[config.mk]
export PLATFORM = sky130hd
export DESIGN_NAME = ones_complement_alu_core
export DESIGN_NICKNAME = d
export VERILOG_FILES = /design/src/rtl/core/oca_pkg.sv /design/src/rtl/core/ones_complement_alu_core.sv /design/src/rtl/core/oca_engine.sv
export SDC_FILE = /design/constraint.sdc
export NUM_CORES = 1
export LEC_CHECK = 0
export ABC_AREA = 1
export BUFFER_PORTS_ARGS = -buffer_cell sky130_fd_sc_hd__buf_4
export CORE_MARGIN = 2
export CORE_UTILIZATION = 30
export DETAILED_ROUTE_END_ITERATION = 16
export PLACE_DENSITY_LB_ADDON = 0.05
export SKIP_LAST_GASP = 1
export SLEW_MARGIN = 20
export SYNTH_ARGS = -nofsm -noshare
export SYNTH_HDL_FRONTEND = slang
export SYNTH_HIERARCHICAL = 1
export SYNTH_SLANG_ARGS = --single-unit
[constraint.sdc]
create_clock -name clk -period 7.05 [get_ports clk]
set_clock_uncertainty 0.15 [all_clocks]
set_input_delay 1.0575 -clock clk [delete_from_list [all_inputs] [get_ports clk]]
set_output_delay 1.0575 -clock clk [all_outputs]
set_load 0.1 [all_outputs]
[src/rtl/core/oca_pkg.sv]
// Package with the shared types and constants of the ones' complement ALU.
`timescale 1ns / 1ps

package oca_pkg;

	// Width of the operand and result fields on the ports.
	localparam int WORD_W = 64;

	// Default arithmetic width of the core.
	localparam int WIDTH_DEF = 64;

	// Operation codes.
	localparam logic [2:0] CMD_ADD = 3'd0;
	localparam logic [2:0] CMD_SUB = 3'd1;
	localparam logic [2:0] CMD_NEG = 3'd2;
	localparam logic [2:0] CMD_ABS = 3'd3;
	localparam logic [2:0] CMD_MUL = 3'd4;
	localparam logic [2:0] CMD_DIV = 3'd5;

	// One input item.
	typedef struct packed {
		logic [2:0]        cmd;
		logic [WORD_W-1:0] operand_a;
		logic [WORD_W-1:0] operand_b;
	} oca_in_t;

	// One result item.
	typedef struct packed {
		logic [WORD_W-1:0] result;
		logic              div_by_zero;
	} oca_out_t;

	// Control from the top level to the engine.
	typedef struct packed {
		logic start;
		logic take;
	} oca_ctrl_t;

	// Status from the engine to the top level.
	typedef struct packed {
		logic idle;
		logic done;
	} oca_stat_t;

endpackage

[src/rtl/core/ones_complement_alu_core.sv]
// Top level of the ones' complement ALU: handshakes, engine and output register.
`timescale 1ns / 1ps

// The core takes one item at a time and works it through a single shared
// adder of WIDTH+1 bits under a small sequencer. Negate, abs, the unused
// codes and a divide by plus or minus zero go straight to the done state;
// add and subtract pass a sum step, then an end-around carry step; multiply
// and divide pass one step of the shared adder per bit, then a sign step.
// The result then moves into the output register once that register is free
// or is being read out. The input is ready again as soon as the engine
// has handed its result over, so a new item can be taken while the previous
// result waits in the output register. Operands are reduced to their low
// WIDTH bits and results are zero-extended to the 64-bit field.
module ones_complement_alu_core #(
	parameter int WIDTH = oca_pkg::WIDTH_DEF
) (
	input  logic              clk,
	input  logic              arst_n,
	input  logic              in_valid,
	output logic              in_ready,
	input  oca_pkg::oca_in_t  in_data,
	output logic              out_valid,
	input  logic              out_ready,
	output oca_pkg::oca_out_t out_data
);

	oca_pkg::oca_ctrl_t            ctrl;
	oca_pkg::oca_stat_t            stat;
	logic [oca_pkg::WORD_W-1:0]    res_word;
	logic                          res_err;
	logic                          load;
	logic                          out_valid_q;
	oca_pkg::oca_out_t             out_data_q;

	// Engine control: start on an input transfer, hand over into a free output slot.
	assign in_ready   = stat.idle;
	assign load       = stat.done && (!out_valid_q || out_ready);
	assign ctrl.start = in_valid && in_ready;
	assign ctrl.take  = load;

	oca_engine #(
		.WIDTH(WIDTH)
	) u_engine (
		.clk     (clk),
		.arst_n  (arst_n),
		.ctrl    (ctrl),
		.item    (in_data),
		.stat    (stat),
		.res_word(res_word),
		.res_err (res_err)
	);

	// Output register holding one finished result until its transfer.
	always_ff @(posedge clk or negedge arst_n) begin
		if (!arst_n) begin
			out_valid_q <= 1'b0;
		end else if (load) begin
			out_valid_q <= 1'b1;
		end else if (out_ready) begin
			out_valid_q <= 1'b0;
		end
	end

	always_ff @(posedge clk) begin
		if (load) begin
			out_data_q.result      <= res_word;
			out_data_q.div_by_zero <= res_err;
		end
	end

	assign out_valid = out_valid_q;
	assign out_data  = out_data_q;

endmodule

[src/rtl/core/oca_engine.sv]
// Iterative engine: one shared adder stepped by a small sequencer.
`timescale 1ns / 1ps

module oca_engine #(
	parameter int WIDTH = oca_pkg::WIDTH_DEF
) (
	input  logic                      clk,
	input  logic                      arst_n,
	input  oca_pkg::oca_ctrl_t        ctrl,
	input  oca_pkg::oca_in_t          item,
	output oca_pkg::oca_stat_t        stat,
	output logic [oca_pkg::WORD_W-1:0] res_word,
	output logic                      res_err
);

	localparam int CNT_W = $clog2(WIDTH);
	localparam int WORD_W = oca_pkg::WORD_W;

	typedef enum logic [2:0] {
		ST_IDLE,
		ST_ADD_SUM,
		ST_ADD_WRAP,
		ST_MUL,
		ST_DIV,
		ST_SIGN,
		ST_DONE
	} state_t;

	// Ones' complement negation: bitwise NOT, but zero stays zero.
	function automatic logic [WIDTH-1:0] oc_neg(input logic [WIDTH-1:0] x);
		oc_neg = (x == '0) ? '0 : ~x;
	endfunction

	state_t           state_q;
	logic [WIDTH-1:0] acc_q;
	logic [WIDTH-1:0] opx_q;
	logic [WIDTH-1:0] opy_q;
	logic [CNT_W-1:0] cnt_q;
	logic             carry_q;
	logic             neg_q;
	logic             err_q;

	logic [WIDTH-1:0] a_w;
	logic [WIDTH-1:0] b_w;
	logic [WIDTH-1:0] ma;
	logic [WIDTH-1:0] mb;
	logic [WIDTH:0]   add_x;
	logic [WIDTH:0]   add_y;
	logic             add_ci;
	logic [WIDTH+1:0] add_s;
	logic             q_bit;

	// Operands reduced to the core width, and their magnitudes.
	assign a_w = item.operand_a[WIDTH-1:0];
	assign b_w = item.operand_b[WIDTH-1:0];
	assign ma  = a_w[WIDTH-1] ? ~a_w : a_w;
	assign mb  = b_w[WIDTH-1] ? ~b_w : b_w;

	// Operand selection for the shared adder.
	always_comb begin
		add_x  = '0;
		add_y  = '0;
		add_ci = 1'b0;
		case (state_q)
			ST_ADD_SUM: begin
				add_x = {1'b0, acc_q};
				add_y = {1'b0, opy_q};
			end
			ST_ADD_WRAP: begin
				add_x  = {1'b0, acc_q};
				add_ci = carry_q;
			end
			ST_MUL: begin
				add_x = {1'b0, acc_q};
				add_y = opy_q[0] ? {1'b0, opx_q} : '0;
			end
			ST_DIV: begin
				add_x  = {acc_q, opx_q[WIDTH-1]};
				add_y  = ~{1'b0, opy_q};
				add_ci = 1'b1;
			end
			default: begin
				add_ci = 1'b0;
			end
		endcase
	end

	// The shared adder; in a divide step its top bit says the trial fits.
	assign add_s = {1'b0, add_x} + {1'b0, add_y} + {{(WIDTH+1){1'b0}}, add_ci};
	assign q_bit = add_s[WIDTH+1];

	// Sequencer with its working registers.
	always_ff @(posedge clk or negedge arst_n) begin
		if (!arst_n) begin
			state_q <= ST_IDLE;
			acc_q   <= '0;
			opx_q   <= '0;
			opy_q   <= '0;
			cnt_q   <= '0;
			carry_q <= 1'b0;
			neg_q   <= 1'b0;
			err_q   <= 1'b0;
		end else begin
			case (state_q)
				ST_IDLE: begin
					if (ctrl.start) begin
						err_q <= 1'b0;
						neg_q <= a_w[WIDTH-1] ^ b_w[WIDTH-1];
						cnt_q <= CNT_W'(WIDTH - 1);
						case (item.cmd)
							oca_pkg::CMD_ADD: begin
								acc_q   <= a_w;
								opy_q   <= b_w;
								state_q <= ST_ADD_SUM;
							end
							oca_pkg::CMD_SUB: begin
								acc_q   <= a_w;
								opy_q   <= oc_neg(b_w);
								state_q <= ST_ADD_SUM;
							end
							oca_pkg::CMD_NEG: begin
								acc_q   <= oc_neg(a_w);
								state_q <= ST_DONE;
							end
							oca_pkg::CMD_ABS: begin
								acc_q   <= ma;
								state_q <= ST_DONE;
							end
							oca_pkg::CMD_MUL: begin
								acc_q   <= '0;
								opx_q   <= ma;
								opy_q   <= mb;
								state_q <= ST_MUL;
							end
							oca_pkg::CMD_DIV: begin
								acc_q <= '0;
								opx_q <= ma;
								opy_q <= mb;
								if (mb == '0) begin
									err_q   <= 1'b1;
									state_q <= ST_DONE;
								end else begin
									state_q <= ST_DIV;
								end
							end
							default: begin
								acc_q   <= '0;
								state_q <= ST_DONE;
							end
						endcase
					end
				end
				ST_ADD_SUM: begin
					acc_q   <= add_s[WIDTH-1:0];
					carry_q <= add_s[WIDTH];
					state_q <= ST_ADD_WRAP;
				end
				ST_ADD_WRAP: begin
					// Negative zero after the end-around carry becomes plus zero.
					acc_q   <= (&add_s[WIDTH-1:0]) ? '0 : add_s[WIDTH-1:0];
					state_q <= ST_DONE;
				end
				ST_MUL: begin
					acc_q <= add_s[WIDTH-1:0];
					opx_q <= {opx_q[WIDTH-2:0], 1'b0};
					opy_q <= {1'b0, opy_q[WIDTH-1:1]};
					cnt_q <= cnt_q - 1'b1;
					if (cnt_q == '0) begin
						state_q <= ST_SIGN;
					end
				end
				ST_DIV: begin
					// Restoring step: the quotient bit shifts into the dividend register.
					opx_q <= {opx_q[WIDTH-2:0], q_bit};
					cnt_q <= cnt_q - 1'b1;
					if (cnt_q == '0) begin
						acc_q   <= {opx_q[WIDTH-2:0], q_bit};
						state_q <= ST_SIGN;
					end else if (q_bit) begin
						acc_q <= add_s[WIDTH-1:0];
					end else begin
						acc_q <= {acc_q[WIDTH-2:0], opx_q[WIDTH-1]};
					end
				end
				ST_SIGN: begin
					acc_q   <= neg_q ? oc_neg(acc_q) : acc_q;
					state_q <= ST_DONE;
				end
				ST_DONE: begin
					if (ctrl.take) begin
						state_q <= ST_IDLE;
					end
				end
				default: begin
					state_q <= ST_IDLE;
				end
			endcase
		end
	end

	// Status and result towards the top level.
	assign stat.idle = (state_q == ST_IDLE);
	assign stat.done = (state_q == ST_DONE);
	assign res_word  = WORD_W'(acc_q);
	assign res_err   = err_q;

endmodule

==> results_dict.tcl, run 1 <==
set metrics [dict create \
    status "finished clean" \
    grt_overflow 0 \
    fin_crit_ns 5.58 \
    fin_setup_tns_ns 0 \
    cts_resized 0 \
    die_w_um 296 \
    cts.clk_slew.worst_paths_ns 0.06 \
    post_route_cells_drive_above_1_share_pct 7.77 \
    viasPerCell 5.22 \
    p_leak_nw 14.3 \
    cts_hold_buf 0 \
    ys.flop_type "dfrtp_1" \
    synth_fa_ha_area_share_pct 3.43 \
    synth_top_family_by_area "simple AND/OR/NAND/NOR gates" \
    cts_max_level 2 \
    drtIter0Drc 2572 \
    grt_usage_pct 26.5 \
    crit_type "reg2reg" \
    crit_path_max_incr_delay_ns 0.51 \
    syn_avg_cell_area_um2 6.10 \
    synth_cell_types 46 \
    ff2ff_path_depth 28 \
    synth_common_cells "1257 x nand2_1, 579 x inv_1, 352 x nor2_1" \
    yosys_warnings 6 \
    drt_drc_violations_left 0 \
    cp_slowest_cell "dfrtp_1" \
    fin_nets 4478 \
    r2r-start "u_engine/state_q[2]$_DFFE_PN0P_" \
    worstPathMaxFanout 42 \
    syn_nets 4406 \
    synthXorXnorAreaFrac_pct 4.48 \
    hold_ws_ns 0.294 \
    final_cells 5445 \
    relSlewSlack_pct 29.7 \
    grt_max_degree 138 \
    final_cell_area_um2 29400 \
    crit_arrival_ns 5.88 \
    crit_path_end_kind "flip-flop" \
    drt_wl_total_um 118000 \
    ys_ff_latch 270 \
    synth_area_leaders "dfrtp_1 20%, nand2_1 18%, inv_1 8.5%" \
    firstDrtPassIters 6 \
    antenna_found_initial 1 \
    core-area_um2 84900 \
    dpl_cell_area_um2 28200 \
    synthesis.area_um2 25600 \
    dp.final_hpwl_um 90400 \
    via_count 28400 \
    cts_tree "done" \
    port_buffers 201 \
    required_ns 7.35 \
    synth_top_area_share_pct 20.0 \
    pin_count 202 \
    critPathMostFrequentCell "nand2_1" \
    rsz0062_at_grt "no" \
    dp.cells 5378 \
    yosys.area_share.simple_pct 34.0 \
    worstMarginPinSlew_ns 1.04 \
    synthMuxAreaShare_pct 0 \
    cts_buffers 37 \
    ys_seq_area_share_pct 27.6 \
    synth_compound_area_share_pct 18.5 \
    synthCells 4202 \
    area_delta_synth_final_pct 14.5 \
    maxSlewViolCount 0 \
    setup.worst_path.start "u_engine/state_q[2]$_DFFE_PN0P_" \
    ys_async_sr_fraction_pct 75.9 \
    startpoint_type "flip-flop" \
    regToRegEndpoint "u_engine/res_word[23]$_DFFE_PN0P_" \
    fin_crit_sh_pct 79.1 \
    yosysMostFrequentCell "nand2_1" \
    worst-r2r-setup-slack_ns 1.47 \
    cts_sinks 270 \
    ant_nets 0 \
    synth_top_cell_by_area "dfrtp_1" \
    min_path_type "in2async" \
    fp.dieH_um 296 \
    num_rows 107 \
    start_util_pct 30.2 \
    max_freq_mhz 179 \
    wl_per_cell_um 21.7 \
    final_hold_viol_count 0 \
    cts_root_buffer "clkbuf_16" \
    dieArea_um2 87800 \
    cts_buffer_depth 3 \
    n_fill_cell 9616 \
    worst_ir_drop_vdd_mv 0.340 \
    crit_end "u_engine/res_word[23]$_DFFE_PN0P_" \
    grt_pass1_vias 26800 \
    grt_first_pass_wirelength_um 176000 \
    total_power_mw 15.1 \
    finalSetupViolCount 0 \
    insertion_delay_ns 0.57 \
    gp_congestion 0.968 \
    synth-edff-count 65 \
    powerDensity_nw_per_um2 514 \
    cap_violations 0 \
    post_cts_buffers 0 \
]
## sequential cells by signal (all words and copies together) (netlist names)
register	cells
out_data	65
u_engine/opx_q	64
u_engine/opy_q	64
u_engine/res_word	64
u_engine/cnt_q	6
u_engine/state_q	3
out_valid	1
u_engine/carry_q	1
u_engine/neg_q	1
u_engine/res_err	1
## worst min-delay path by stage
stage | slack, ns | to
2_1_floorplan | 0.28 | out_data[0]$_DFFE_PP_
3_3_place_gp | 0.32 | u_engine/carry_q$_DFFE_PN0N_
3_5_place_dp | 0.33 | u_engine/neg_q$_DFFE_PN0P_
4_1_cts | 0.32 | u_engine/opy_q[14]$_DFFE_PN0P_
5_1_grt | 0.34 | u_engine/opy_q[14]$_DFFE_PN0P_
6_report | 0.29 | u_engine/opy_q[14]$_DFFE_PN0P_
## cells in the final DEF (no fill, tap or decap), types with 3 or more instances in the layout
cell type  Yosys  final
a21oi_1      296    296
a22oi_1       16     16
a31oi_1        3      3
and2_1         4      4
buf_12         0      5
buf_4          2    237
clkbuf_1     170      7
clkbuf_16      0     37
clkbuf_8       0      3
clkinv_1       2      5
clkinv_2       0      7
dfrtp_1      205    205
edfxtp_1      65     65
ha_1          67     67
inv_1        579    579
inv_2          9      9
inv_6          0      4
nand2_1     1257   1251
nand2_2        2      7
nand3_1      333    333
nand3b_1      21     21
nand4_1       46     46
nor2_1       352    348
nor2_2         5      4
nor2_4         0      5
nor3_1        20     20
nor4_1        49     49
o2111ai_1     16     16
o211ai_1       4      4
o21ai_0      268    268
o21ai_1       21     21
o21bai_1      11     11
o221ai_1      63     63
o22ai_1      126    126
xnor2_1       79     79
xor2_1        52     52
## cells by family after synthesis
logic type | Yosys count
compound gates | 834
xor+xnor | 131
buf+inv | 801
simple gates | 2097
flops | 270
fa+ha+maj | 69
## where the power goes
part	internal, mW	leakage [nW]	switching (mW)
registers	2.37	3.13	0.935
clock network	1.07	0.567	0.784
logic	2.89	10.6	7.04
total	6.33	14.3	8.76
## layout make-up
cell class | count | area [um^2] | share of cell area [%]
clock inverter | 18 | 154 | 0.524
sequential | 270 | 7080 | 24.1
timing repair buffer | 244 | 1910 | 6.49
clock buffer | 47 | 993 | 3.38
antenna | 1 | 2.50 | 0.00852
tap | 1144 | 1430 | 4.88
inverter | 590 | 2220 | 7.55
multi-input combinational | 3131 | 15600 | 53.0
## routing by layer
layer	vias to the layer above	GRT usage, %	share of wire (%)
li1	13900	-	-
met1	13400	36.8	46
met2	938	42.4	45
met3	141	2.76	5.3
met4	0	9.56	3.9
met5	-	0	0
## worst max-delay path: cells and delay by family (launching register included)
family	cells	cell delay, ns
adders and majority gates	1	0.35
AOI/OAI and AO/OA	1	0.23
buffers and inverters	6	0.94
and+or+nand+nor	20	3.21
DFF	1	0.51
## through the flow
| step | worst slack, ns | utilization (%) |
|---|---|---|
| CTS | 1.56 | 34.6 |
| global route | 1.13 | 34.6 |
| detailed placement | 1.58 | 33.2 |
| global placement | 1.59 | 33.2 |
| floorplan | 2.99 | - |
| finish | 1.47 | 34.6 |
(Power assumes the default switching activity.)
==> run 2, diff against run 1 <==
clock period = 5.5 ns   (was 7.05 ns; I/O delays follow)
==> results_dict.tcl, run 2 (same netlist as run 1, synthesis figures left out) <==
set metrics [dict create \
    pin_count 202 \
    crit_path_end_kind "flip-flop" \
    via_count 28500 \
    maxSlewViolCount 0 \
    layout_common_cells "1251 x nand2_1, 579 x inv_1, 348 x nor2_1" \
    antennaDiodeCount 0 \
    final_cell_area_um2 29800 \
    ant_nets 0 \
    setup.worst_path.start "u_engine/state_q[0]$_DFFE_PN0P_" \
    cts_root_buffer "clkbuf_16" \
    post_route_cells_drive_above_1_share_pct 8.80 \
    num_rows 107 \
    powerDensity_nw_per_um2 665 \
    r2r-start "u_engine/state_q[0]$_DFFE_PN0P_" \
    fin_setup_tns_ns 0 \
    final_hold_viol_count 0 \
    rsz0062_at_grt "no" \
    largest_reg_flops 65 \
    cts_tree "done" \
    fin_util_pct 35.1 \
    port_buffers 201 \
    worst_ir_drop_vdd_mv 0.345 \
    dp.final_hpwl_um 92300 \
    crit_arrival_ns 5.39 \
    cts_max_level 2 \
    cts_buffers 37 \
    drt_wl_total_um 119000 \
    fin_crit_ns 5.10 \
    fin_crit_sh_pct 92.8 \
    p_leak_nw 14.6 \
    grt_first_pass_wirelength_um 178000 \
    wl_per_cell_um 21.6 \
    dieArea_um2 87800 \
    core-area_um2 84900 \
    worstMarginPinSlew_ns 1.26 \
    grt_pass1_vias 26900 \
    startpoint_type "flip-flop" \
    start_util_pct 30.2 \
    post_cts_buffers 0 \
    cts_buffer_depth 3 \
    crit_type "reg2reg" \
    firstDrtPassIters 5 \
    grt_max_degree 129 \
    viasPerCell 5.19 \
    gp_congestion 1.01 \
    cts_sinks 270 \
    grt_usage_pct 26.8 \
    cts_resized 0 \
    area_delta_synth_final_pct 16.3 \
    dpl_cell_area_um2 28700 \
    cts_hold_buf 0 \
    antenna_found_initial 0 \
    finalSetupViolCount 0 \
    drtIter0Drc 2442 \
    fp.dieH_um 296 \
    cap_violations 0 \
    insertion_delay_ns 0.57 \
    cts.clk_slew.worst_paths_ns 0.06 \
    status "finished clean" \
    die_w_um 296 \
    fin_nets 4527 \
    max_freq_mhz 196 \
    required_ns 5.79 \
    grt_overflow 0 \
    drt_drc_violations_left 0 \
    hold_ws_ns 0.0865 \
    relSlewSlack_pct 15.5 \
    min_path_type "in2async" \
    final_common_cell "nand2_1" \
    worstPathMaxFanout 40 \
]
run 2: cell count changes in the layout (fill, tap and decap cells not counted), sizes merged:
cell / before / now
buf: 244 / 293
clkinvlp: 1 / 3
clkinv: 12 / 15
inv: 593 / 590
diode: 1 / 0
run 2: path summary, 6_finish.rpt:
kind,to,slack (ns),cells past startpoint
setup / recovery,u_engine/res_word[15]$_DFFE_PN0P_,0.40,24
hold / removal,u_engine/opy_q[14]$_DFFE_PN0P_,0.09,1
setup reg to reg,u_engine/res_word[15]$_DFFE_PN0P_,0.40,24
hold reg to reg,out_data[0]$_DFFE_PP_,0.33,0
max in group asynchronous,u_engine/opy_q[31]$_DFFE_PN0P_,3.99,2
min in group clk,out_data[0]$_DFFE_PP_,0.33,0
run 2: layer usage:
layer	global-route usage [%]	wire, um	share of wire [%]	vias up
li1	-	-	-	14100
met1	37.6	55600	47	13400
met2	42.4	52500	44	881
met3	2.58	5700	4.8	138
met4	10.4	5120	4.3	0
met5	0	0	0	-
run 2: through the flow:
step	std cells	setup slack (ns)	power (mW)
6_report	5495	0.395	19.8
5_1_grt	5495	0.0936	21.5
4_1_cts	5495	0.512	19.8
3_5_place_dp	5428	0.527	17.3
3_3_place_gp	5428	0.606	17.4
2_1_floorplan	4202	1.44	12.5
run 2: worst max-delay path: stages (launching register included):
cell and delay, ns:
dfrtp_1 0.43, nor2_1 0.37, nand2_4 0.13, buf_12 0.20, buf_12 0.19, o221ai_1 0.19
ha_1 0.30, nand2_1 0.15, nor2_1 0.30, nand2_1 0.13, nor3_1 0.47, nand2_1 0.14
nand2_1 0.21, nand2_1 0.13, nand3b_1 0.11, nand2_1 0.13, nor2_1 0.22, nand3_1 0.10
nor2_1 0.20, nand3_4 0.13, buf_12 0.20, nand3_1 0.11, nand3_1 0.09, nand2_1 0.06
inv_1 0.04
run 2: report_power, final:
group / internal (mW) / total [mW] / switching, mW
Clock: 1.37 / 2.39 / 1.01
Sequential: 3.04 / 4.22 / 1.18
Combinational: 4.06 / 13.2 / 9.16
Total: 8.47 / 19.8 / 11.4
run 2: layout make-up:
type                            instances  area, um^2
Clock buffer                           47         993
Tap cell                             1144        1430
Clock inverter                         20         158
Sequential cell                       270        7080
Timing Repair Buffer                  293        2370
Multi-Input combinational cell       3131       15600
Inverter                              590        2220
Fill cell                            9635       55100
==> run 3, diff against run 2 <==
CELL_PAD_IN_SITES_DETAIL_PLACEMENT = 0   (was not set)
CELL_PAD_IN_SITES_GLOBAL_PLACEMENT = 2   (was not set)
==> results_dict.tcl, run 3 (same netlist as run 1, synthesis figures left out) <==
set metrics [dict create \
    finalSetupViolCount 0 \
    cts_hold_buf 0 \
    final_common_cell "nand2_1" \
    dpl_cell_area_um2 28500 \
    pin_count 202 \
    critPathMostFrequentCell "nand2_1" \
    worstPathMaxFanout 53 \
    fp.dieH_um 296 \
    maxSlewViolCount 0 \
    fin_crit_sh_pct 94.1 \
    grt_first_pass_wirelength_um 194000 \
    rsz0062_at_grt "no" \
    min_path_type "in2async" \
    r2r-start "u_engine/state_q[0]$_DFFE_PN0P_" \
    cts_tree "done" \
    hold_ws_ns 0.149 \
    firstDrtPassIters 6 \
    layout_common_cells "1250 x nand2_1, 579 x inv_1, 346 x nor2_1" \
    wl_per_cell_um 24.5 \
    fin_util_pct 35.2 \
    start_util_pct 30.2 \
    final_hold_viol_count 0 \
    required_ns 5.79 \
    gp_congestion 0.930 \
    cts_buffer_depth 3 \
    crit_path_end_kind "flip-flop" \
    fin_setup_tns_ns 0 \
    antenna_found_initial 6 \
    setup.worst_path.start "u_engine/state_q[0]$_DFFE_PN0P_" \
    cap_violations 0 \
    crit_type "reg2reg" \
    n_fill_cell 9659 \
    max_freq_mhz 193 \
    p_leak_nw 14.6 \
    cp_slowest_cell "buf_4" \
    fin_nets 4517 \
    port_buffers 201 \
    post_route_cells_drive_above_1_share_pct 8.84 \
    multi_input_area_um2 15600 \
    startpoint_type "flip-flop" \
    grt_max_degree 122 \
    drt_wl_total_um 135000 \
    viasPerCell 5.33 \
    crit_end "u_engine/res_word[23]$_DFFE_PN0P_" \
    die_w_um 296 \
    largest_reg_flops 65 \
    cts.clk_slew.worst_paths_ns 0.07 \
    drtIter0Drc 3155 \
    worst-r2r-setup-slack_ns 0.33 \
    grt_usage_pct 30.1 \
    relSlewSlack_pct 33.5 \
    drt_drc_violations_left 0 \
    cts_buffers 39 \
    dp.final_hpwl_um 105000 \
    crit_arrival_ns 5.46 \
    cts_root_buffer "clkbuf_16" \
    via_count 29300 \
    grt_pass1_vias 27100 \
    ant_nets 0 \
    crit_path_max_incr_delay_ns 0.50 \
    ff2ff_path_depth 25 \
    core-area_um2 84900 \
    fin_crit_ns 5.17 \
    insertion_delay_ns 0.60 \
    powerDensity_nw_per_um2 716 \
    num_rows 107 \
    dieArea_um2 87800 \
    cts_max_level 2 \
    worstMarginPinSlew_ns 0.988 \
    area_delta_synth_final_pct 16.6 \
    final_cell_area_um2 29900 \
    worst_ir_drop_vdd_mv 0.397 \
    regToRegEndpoint "u_engine/res_word[23]$_DFFE_PN0P_" \
    seqCellArea_um2 7080 \
    status "finished clean" \
    cts_sinks 270 \
    grt_overflow 0 \
]
-- run 3: cell count changes in the layout (fill, tap and decap cells not counted), moves of 2 or more --
cell,previous run,this run
buf_4,279,272
buf_12,13,8
bufinv_16,2,6
clkbuf_16,37,40
clkinv_1,7,5
clkinv_2,8,10
diode_2,0,2
nor2_1,348,346
nor2_2,4,6
-- run 3: how the worst min path moves through the flow --
stage | from | to | slack, ns | depth (start not counted)
floorplan | u_engine/res_err$_DFFE_PN0P_ | out_data[0]$_DFFE_PP_ | 0.28 | 0
global placement | u_engine/res_err$_DFFE_PN0P_ | out_data[0]$_DFFE_PP_ | 0.30 | 0
detailed placement | u_engine/res_err$_DFFE_PN0P_ | out_data[0]$_DFFE_PP_ | 0.31 | 0
CTS | arst_n | u_engine/res_word[24]$_DFFE_PN0P_ | 0.18 | 1
global route | arst_n | u_engine/res_word[24]$_DFFE_PN0P_ | 0.19 | 1
finish | arst_n | u_engine/res_word[24]$_DFFE_PN0P_ | 0.15 | 1
-- run 3: per-layer routing --
| layer | vias to the layer above | GRT usage [%] | routed length [um] | share of wire, % |
|---|---|---|---|---|
| met5 | - | 0 | 10 | 0.0074 |
| met4 | 2 | 3.76 | 1770 | 1.3 |
| met3 | 73 | 4.20 | 10700 | 7.9 |
| met2 | 1041 | 45.1 | 57100 | 42 |
| met1 | 14100 | 46.5 | 65200 | 48 |
| li1 | 14000 | - | - | - |
-- run 3: timing repair --
item / 4_1_cts / 5_1_grt
endpoints found under the hold margin: 0 / 0
endpoints found under the setup margin: 0 / 64
setup buffers: 0 / 1
gates resized for setup: 0 / 5
-- run 3: layout make-up --
class,count,area share (%)
inverter,590,7.42
clock inverter,24,0.980
timing repair buffer,281,7.42
sequential,270,23.7
clock buffer,48,3.52
antenna,2,0.0167
tap,1144,4.79
multi-input combinational,3131,52.2
-- run 3: worst max-delay path: cells and delay by family, from the launching register on --
family                     cells  cell delay, ns
adders and majority gates      1            0.44
AOI/OAI and AO/OA              1            0.24
and+or+nand+nor               19            2.85
DFF                            1            0.44
buffers and inverters          4            0.84
-- run 3: metrics by stage --
| step | power, mW | setup slack [ns] | cells |
|---|---|---|---|
| 2_1_floorplan | 12.5 | 1.44 | 4202 |
| 3_3_place_gp | 18.3 | 0.228 | 5415 |
| 3_5_place_dp | 18.2 | 0.218 | 5415 |
| 4_1_cts | 21.1 | 0.180 | 5487 |
| 5_1_grt | 22.8 | 0.0412 | 5488 |
| 6_report | 21.4 | 0.326 | 5490 |
-- run 3: power by group --
| part | switching [mW] | internal [mW] | total, mW |
|---|---|---|---|
| Clock | 1.08 | 1.65 | 2.73 |
| Combinational | 10.5 | 3.89 | 14.4 |
| Sequential | 1.22 | 3.04 | 4.26 |
| Total | 12.8 | 8.57 | 21.4 |
